==> config.mk <==
export PLATFORM = sky130hd
export DESIGN_NAME = ble_cell
export DESIGN_NICKNAME = d
export VERILOG_FILES = /design/src/design/ble_pkg.sv /design/src/design/ble_cell.sv
export SDC_FILE = /design/constraint.sdc
export NUM_CORES = 1
export LEC_CHECK = 0
export BUFFER_PORTS_ARGS = -buffer_cell sky130_fd_sc_hd__buf_4
export CAP_MARGIN = 40
export CORE_ASPECT_RATIO = 1.25
export CORE_UTILIZATION = 51
export DETAILED_ROUTE_END_ITERATION = 10
export PLACE_DENSITY = 0.87
export SLEW_MARGIN = 30
export SYNTH_ARGS = -nofsm -noshare
export SYNTH_HDL_FRONTEND = slang
export SYNTH_SLANG_ARGS = --single-unit
==> constraint.sdc <==
create_clock -name clk -period 22.7 [get_ports clk]
set_clock_uncertainty 0.2 [all_clocks]
set_input_delay 1.135 -clock clk [delete_from_list [all_inputs] [get_ports clk]]
set_output_delay 1.135 -clock clk [all_outputs]
set_load 0.005 [all_outputs]
==> src/design/ble_pkg.sv <==
// Shared types and constants for the box list pixel erase block.
`default_nettype none
package ble_pkg;

  localparam int MAX_BOXES   = 16;
  localparam int MAX_DIM     = 8192;
  localparam int SAMPLE_BITS = 32;

  // fixed field widths
  localparam int EDGE_W  = 13;
  localparam int SLOT_W  = 4;
  localparam int RDIM_W  = 14;
  localparam int COUNT_W = 5;
  localparam int PORT_W  = 32;

  // column and row counters
  localparam int CNT_W    = $clog2(MAX_DIM);
  localparam int DIM_CMP_W = ((CNT_W + 1) > RDIM_W) ? (CNT_W + 1) : RDIM_W;
  // image coordinates: counter plus region origin
  localparam int POS_W    = ((CNT_W > EDGE_W) ? CNT_W : EDGE_W) + 1;

  // cell index, wide enough to hold MAX_BOXES itself
  localparam int IDX_W    = $clog2(MAX_BOXES + 1);
  localparam int IDX_CMP_W = (IDX_W > COUNT_W) ? IDX_W : COUNT_W;
  localparam int SLOT_CMP_W = (IDX_W > SLOT_W) ? IDX_W : SLOT_W;

  // configuration register indexes
  localparam int CFG_IDX_W = 3;
  localparam logic [CFG_IDX_W-1:0] REG_REGION_LEFT   = 3'd0;
  localparam logic [CFG_IDX_W-1:0] REG_REGION_TOP    = 3'd1;
  localparam logic [CFG_IDX_W-1:0] REG_REGION_WIDTH  = 3'd2;
  localparam logic [CFG_IDX_W-1:0] REG_REGION_HEIGHT = 3'd3;
  localparam logic [CFG_IDX_W-1:0] REG_BOX_COUNT     = 3'd4;

  // action codes
  localparam logic ACT_LOAD  = 1'b0;
  localparam logic ACT_PIXEL = 1'b1;

  // transaction payload handed from cell to cell
  typedef struct packed {
    logic                   pixel;
    logic [SLOT_W-1:0]      slot;
    logic [EDGE_W-1:0]      left;
    logic [EDGE_W-1:0]      top;
    logic [EDGE_W-1:0]      right;
    logic [EDGE_W-1:0]      bottom;
    logic [POS_W-1:0]       x;
    logic [POS_W-1:0]       y;
    logic [SAMPLE_BITS-1:0] a;
    logic [SAMPLE_BITS-1:0] b;
    logic [SAMPLE_BITS-1:0] c;
    logic                   hit;
    logic                   row_end;
    logic                   frame_end;
  } token_t;

endpackage
`default_nettype wire

==> src/design/ble_cell.sv <==
// One cell of the box chain: holds one box, loads it or tests a passing pixel.
`default_nettype none
module ble_cell import ble_pkg::*; (
  input  wire logic               clk,
  input  wire logic               rst,
  input  wire logic               advance,
  input  wire logic [IDX_W-1:0]   index,
  input  wire logic [COUNT_W-1:0] box_count,
  input  wire logic               prev_valid,
  input  wire token_t             prev,
  output logic                    valid,
  output token_t                  token
);

  logic [EDGE_W-1:0]      left;
  logic [EDGE_W-1:0]      top;
  logic [EDGE_W-1:0]      right;
  logic [EDGE_W-1:0]      bottom;
  logic [SAMPLE_BITS-1:0] color_a;
  logic [SAMPLE_BITS-1:0] color_b;
  logic [SAMPLE_BITS-1:0] color_c;

  logic   load_here;
  logic   in_use;
  logic   inside_box;
  token_t token_next;

  assign load_here = prev_valid && !prev.pixel &&
                     (SLOT_CMP_W'(prev.slot) == SLOT_CMP_W'(index));
  assign in_use    = IDX_CMP_W'(index) < IDX_CMP_W'(box_count);
  assign inside_box = (prev.x >= POS_W'(left))  && (prev.x <= POS_W'(right)) &&
                      (prev.y >= POS_W'(top))   && (prev.y <= POS_W'(bottom));

  always_comb begin
    token_next = prev;
    // first box in list order wins: skip once hit
    if (prev.pixel && !prev.hit && in_use && inside_box) begin
      token_next.a   = color_a;
      token_next.b   = color_b;
      token_next.c   = color_c;
      token_next.hit = 1'b1;
    end
  end

  always_ff @(posedge clk) begin
    if (advance && load_here) begin
      left    <= prev.left;
      top     <= prev.top;
      right   <= prev.right;
      bottom  <= prev.bottom;
      color_a <= prev.a;
      color_b <= prev.b;
      color_c <= prev.c;
    end
  end

  always_ff @(posedge clk) begin
    if (rst) begin
      valid <= 1'b0;
    end else if (advance) begin
      valid <= prev_valid;
    end
  end

  always_ff @(posedge clk) begin
    if (advance) begin
      token <= token_next;
    end
  end

endmodule
`default_nettype wire

# --- Word-level counts from Yosys, hierarchy flattened ---
# Cells that the tools add are included.
totals:
  elab_cells: 40
  out_inout_bits: 185
  input_bits: 198
  register_bits: 333
op_classes:
  n_reduce_logical: 11
  n_eq_ne: 1
  order_cmp: 5
  n_mux: 1
op_table:
  columns: ["operator", "count"]
  rows:
  - ["97-bit 2-to-1 mux", 1]
  - ["14-bit by 13-bit greater-or-equal comparator with 1-bit output", 2]
  - ["14-bit by 13-bit less-or-equal comparator with 1-bit output", 2]
  - ["1-bit logical AND", 9]
  - ["4-bit by 5-bit equality test with 1-bit output", 1]
  - ["5-bit < comparator", 1]
  - ["1-bit zero test", 2]

# --- Logic depth before layout (Yosys ltp) ---
logic_depth:
  word_depth: 6
  depth_mapped: 11
  ltp_nobuf: 9

# --- Worst setup path before layout ---
# No wires, ideal clock.
synth_timing:
  path_kind: "input to register"
  from: "input index[0]"
  to: "register bottom[0] (enable)"
  required_ns: 21.483
  path_slack_ns: 5.892
  cell_stages: 3
  setup_ns: 1.017
  n_path_buf: 0
  arrival_ns: 15.590
  path_cell_list: "xor2_1 > or4_1 > nor4_1"
synth_via:
  elab_chain_len: 3
synth_rtl:
  columns: ["item", "line", "source"]
  rows:
  - ["start, declared", "ble_cell.sv:7", "input wire logic [IDX_W-1:0] index,"]
  - ["4-bit by 5-bit equality test with 1-bit output", "ble_cell.sv:29", "(SLOT_CMP_W'(prev.slot) == SLOT_CMP_W'(index));"]
  - ["1-bit logical AND", "ble_cell.sv:28", "assign load_here = prev_valid && !prev.pixel &&"]
  - ["1-bit logical AND", "ble_cell.sv:46", "if (advance && load_here) begin"]
  - ["end signal, assigned", "ble_cell.sv:50", "bottom <= prev.bottom;"]
  - ["end, declared", "ble_cell.sv:18", "logic [EDGE_W-1:0] bottom;"]
# Every way passes these cells.
# A chain may end at the register's enable or synchronous reset.

==> results by group <==
Status
  • Outcome: finished, final reports clean

Global route
  • First-pass GRT wire length: 41570 µm
  • Remaining Overflow, GRT: 0
  • Number of antenna violations at the first check in global routing: 0
  • Vias in the first global route: 7549
  • Largest net degree at the start of global routing: 87
  • Tot GR Track Use: 0.2195

Synthesis
  • Synth area leaders: edfxtp_1, mux2_2, ha_1, mux2_1, inv_1
  • Count leader, synth: edfxtp_1
  • Post-synthesis sequential area ratio: 0.7909
  • Top cell type's share of synthesized area: 0.7893
  • Syn. warnings: 0
  • Main synth FF type: edfxtp_1
  • Cells after Synth: 643
  • Synth cell types: 36
  • Syn_nets: 897
  • Post-synth top cells: edfxtp_1, mux2_2, inv_1
  • Share of synthesized flip-flops with an asynchronous set or reset: 0
  • Area leader, netlist: edfxtp_1
  • Syn avg cell area: 19.64 µm²
  • Cell Area, Synth: 12630 µm²
  • Post-synth EDFFs: 332
  • Yosys reg bits: 333

Floorplan
  • Starting Density: 0.5172
  • Die Area: 25400 µm²
  • Core ar.: 24420 µm²
  • Io pins: 383
  • Placement Rows: 64
  • Die width: 142.8 µm
  • Die height: 178.0 µm

CTS
  • Clk Latency, worst-skew pair: 0.54 ns
  • Number of buffers created by CTS: 31
  • CTS tree: built
  • Postcts setup bufs: 0
  • CTS H-tree depth: 1
  • Post_cts resized: 0
  • Root buffer cell: clkbuf_16
  • CTS Hold Buffers Added: 0
  • Reg clk slew, reported paths: 0.06 ns
  • CTS Buffer Depth: 3
  • Sink Count: 333

Worst setup path
  • Crit path max fanout: 37
  • Reg2reg start: left[0]
  • Worst path required time: 22.78 ns
  • Reg-to-Reg End: token[82]
  • Startpoint types: input port
  • Worst reg-to-reg path cell count: 11
  • WP data arrival: 4.32 ns
  • Flop-to-flop setup slack: 18.79 ns
  • Crit path kind: input port to register
  • Setup crit end kind: register

Min path
  • Hold Crit Class: register to register
  • WHS Path Cells: 2
  • Hold Path End: valid
  • Hold Crit Start: valid

Placed design
  • GP Congestion: 0.8507
  • Dpl cells: 1352
  • HPWL Detailed: 20550 µm
  • Input/output buffers: 382
  • Dpl ws: 17.84 ns

Power and ir drop
  • Register share of total power: 0.537
  • NetSw: 263.7 µW
  • PD cells: 77.93 nW/µm²
  • Switching Fraction: 0.1992
  • Clk pwr share: 0.384
  • Combinational power share: 0.079
  • Internal: 1060 µW
  • Max VDD drop: 0.08290 mV
  • Pleak: 0.006856 µW

Routing
  • Initial DRC count: 278
  • First-pass DRT Iterations: 4
  • ANT nets after route: 0
  • Vias: 7159
  • DR vias/cell: 5.077
  • Drt total wl: 28550 µm
  • Wire per inst: 20.25 µm
  • Post-route DRC: 0

STA
  • Min Tclk post-route: 4.234 ns
  • Tcrit/Tclk final: 0.1865
  • Final Hold Vio Count: 0
  • Setup-failing EPs final: 0
  • Final hold slack: 0.3044 ns
  • Max Fclk: 236.2 MHz
  • Slew Limit Fails: 0
  • RSZ-0062 raised after global routing: no
  • Worst setup margin: 18.47 ns
  • Max_slew headroom: 0.4339
  • Setup TNS: 0 ns
  • Slew @ Worst Pin: 0.8491 ns

Cells and area
  • Ratio of cells with drive above 1 in the final layout: 0.4694
  • Cell Count, Final, Fillers Out: 1410
  • Diode count: 0
  • Area growth syn-to-layout: 34.53%
  • Fin nets: 1312

Run
  • Max cap viols: 0
==> layer usage <==
layer	up-vias	track usage	wire length [µm]
met5	-	0	0
met4	0	0.07706	828
met3	54	0.05397	1925
met2	266	0.4058	15520
met1	3523	0.2434	10280
li1	3316	-	-
==> stage by stage <==
stage,power (µW),cell area [µm²],utilization
after CTS,1336,16930,0.6930
final,1324,16990,0.6957
after detailed placement,829.0,15930,0.6523
after global placement,824.2,15910,0.6513
after global routing,1367,16990,0.6957
after floorplan,746.3,12630,-
==> cells by family (layout without fill, tap and decap cells) <==
kind of cell | count (synthesis) | count (layout) | share of synthesized area
AND/OR/NAND/NOR | 40 | 40 | 0.01734
AO/OA/AOI/OAI | 46 | 46 | 0.02506
buffers and inverters | 68 | 505 | 0.02288
multiplexers | 96 | 96 | 0.08559
flip-flops | 333 | 333 | 0.7909
adder cells (fa/ha/maj) | 56 | 56 | 0.05547
XOR/XNOR | 4 | 4 | 0.002773
==> registers in the layout (all words and copies together), names as in the netlist <==
name and flops:
bottom 13, valid 1, top 13, color_c 32, right 13, color_a 32
color_b 32, left 13, token 184
==> area by class of cell <==
class,count,area (µm²)
Multi-Input combinational cell,242,2370
Tap cell,330,412.9
Inverter,58,217.7
Clock inverter,18,196.4
Sequential cell,333,9990
Timing Repair Buffer,392,3008
Clock buffer,37,798.3
Fill cell,1539,7431
==> placed cells by master, fill, tap and decap left out, drive strengths merged, types with 2 or more instances in the layout <==
cell / instances
nand3: 2
nand2b: 3
nand4: 5
a211oi: 4
and4b: 3
buf: 392
nor2: 13
ha: 56
bufinv: 4
a21oi: 14
a41oi: 2
nand2: 6
inv: 60
o211ai: 3
mux2: 96
xor2: 4
a2111o: 2
a21o: 7
o21ai: 6
clkbuf: 37
a211o: 3
edfxtp: 332
clkinv: 11
nor2b: 3
==> worst max-delay path by stage <==
stage,slack [ns],depth (start not counted),endpoint,startpoint
finish,18.47,13,token[82],prev[113]
global route,18.30,13,token[82],prev[113]
CTS,18.39,12,token[57],prev[113]
detailed placement,17.84,12,token[62],prev[113]
global placement,17.86,6,color_c[10],advance
floorplan,5.89,3,bottom[0],index[0]
==> critical path, cell delays in order <==
cell	delay, ns
buf_4	0.08
inv_1	0.05
ha_1	0.26
nand2b_1	0.10
a211oi_1	0.08
o21ai_0	0.24
a31oi_1	0.13
a2111o_1	0.44
a221oi_4	0.18
buf_4	0.46
buf_4	0.48
buf_12	0.27
mux2_1	0.36
==> power by group through the flow <==
stage / clock network [µW] / registers [µW] / logic, µW
2_1_floorplan: 0 / 727 / 19.1
3_3_place_gp: 0 / 723 / 101
3_5_place_dp: 0 / 725 / 105
4_1_cts: 519 / 712 / 105
5_1_grt: 541 / 713 / 113
6_report: 508 / 711 / 105
(Power assumes the default switching activity.)
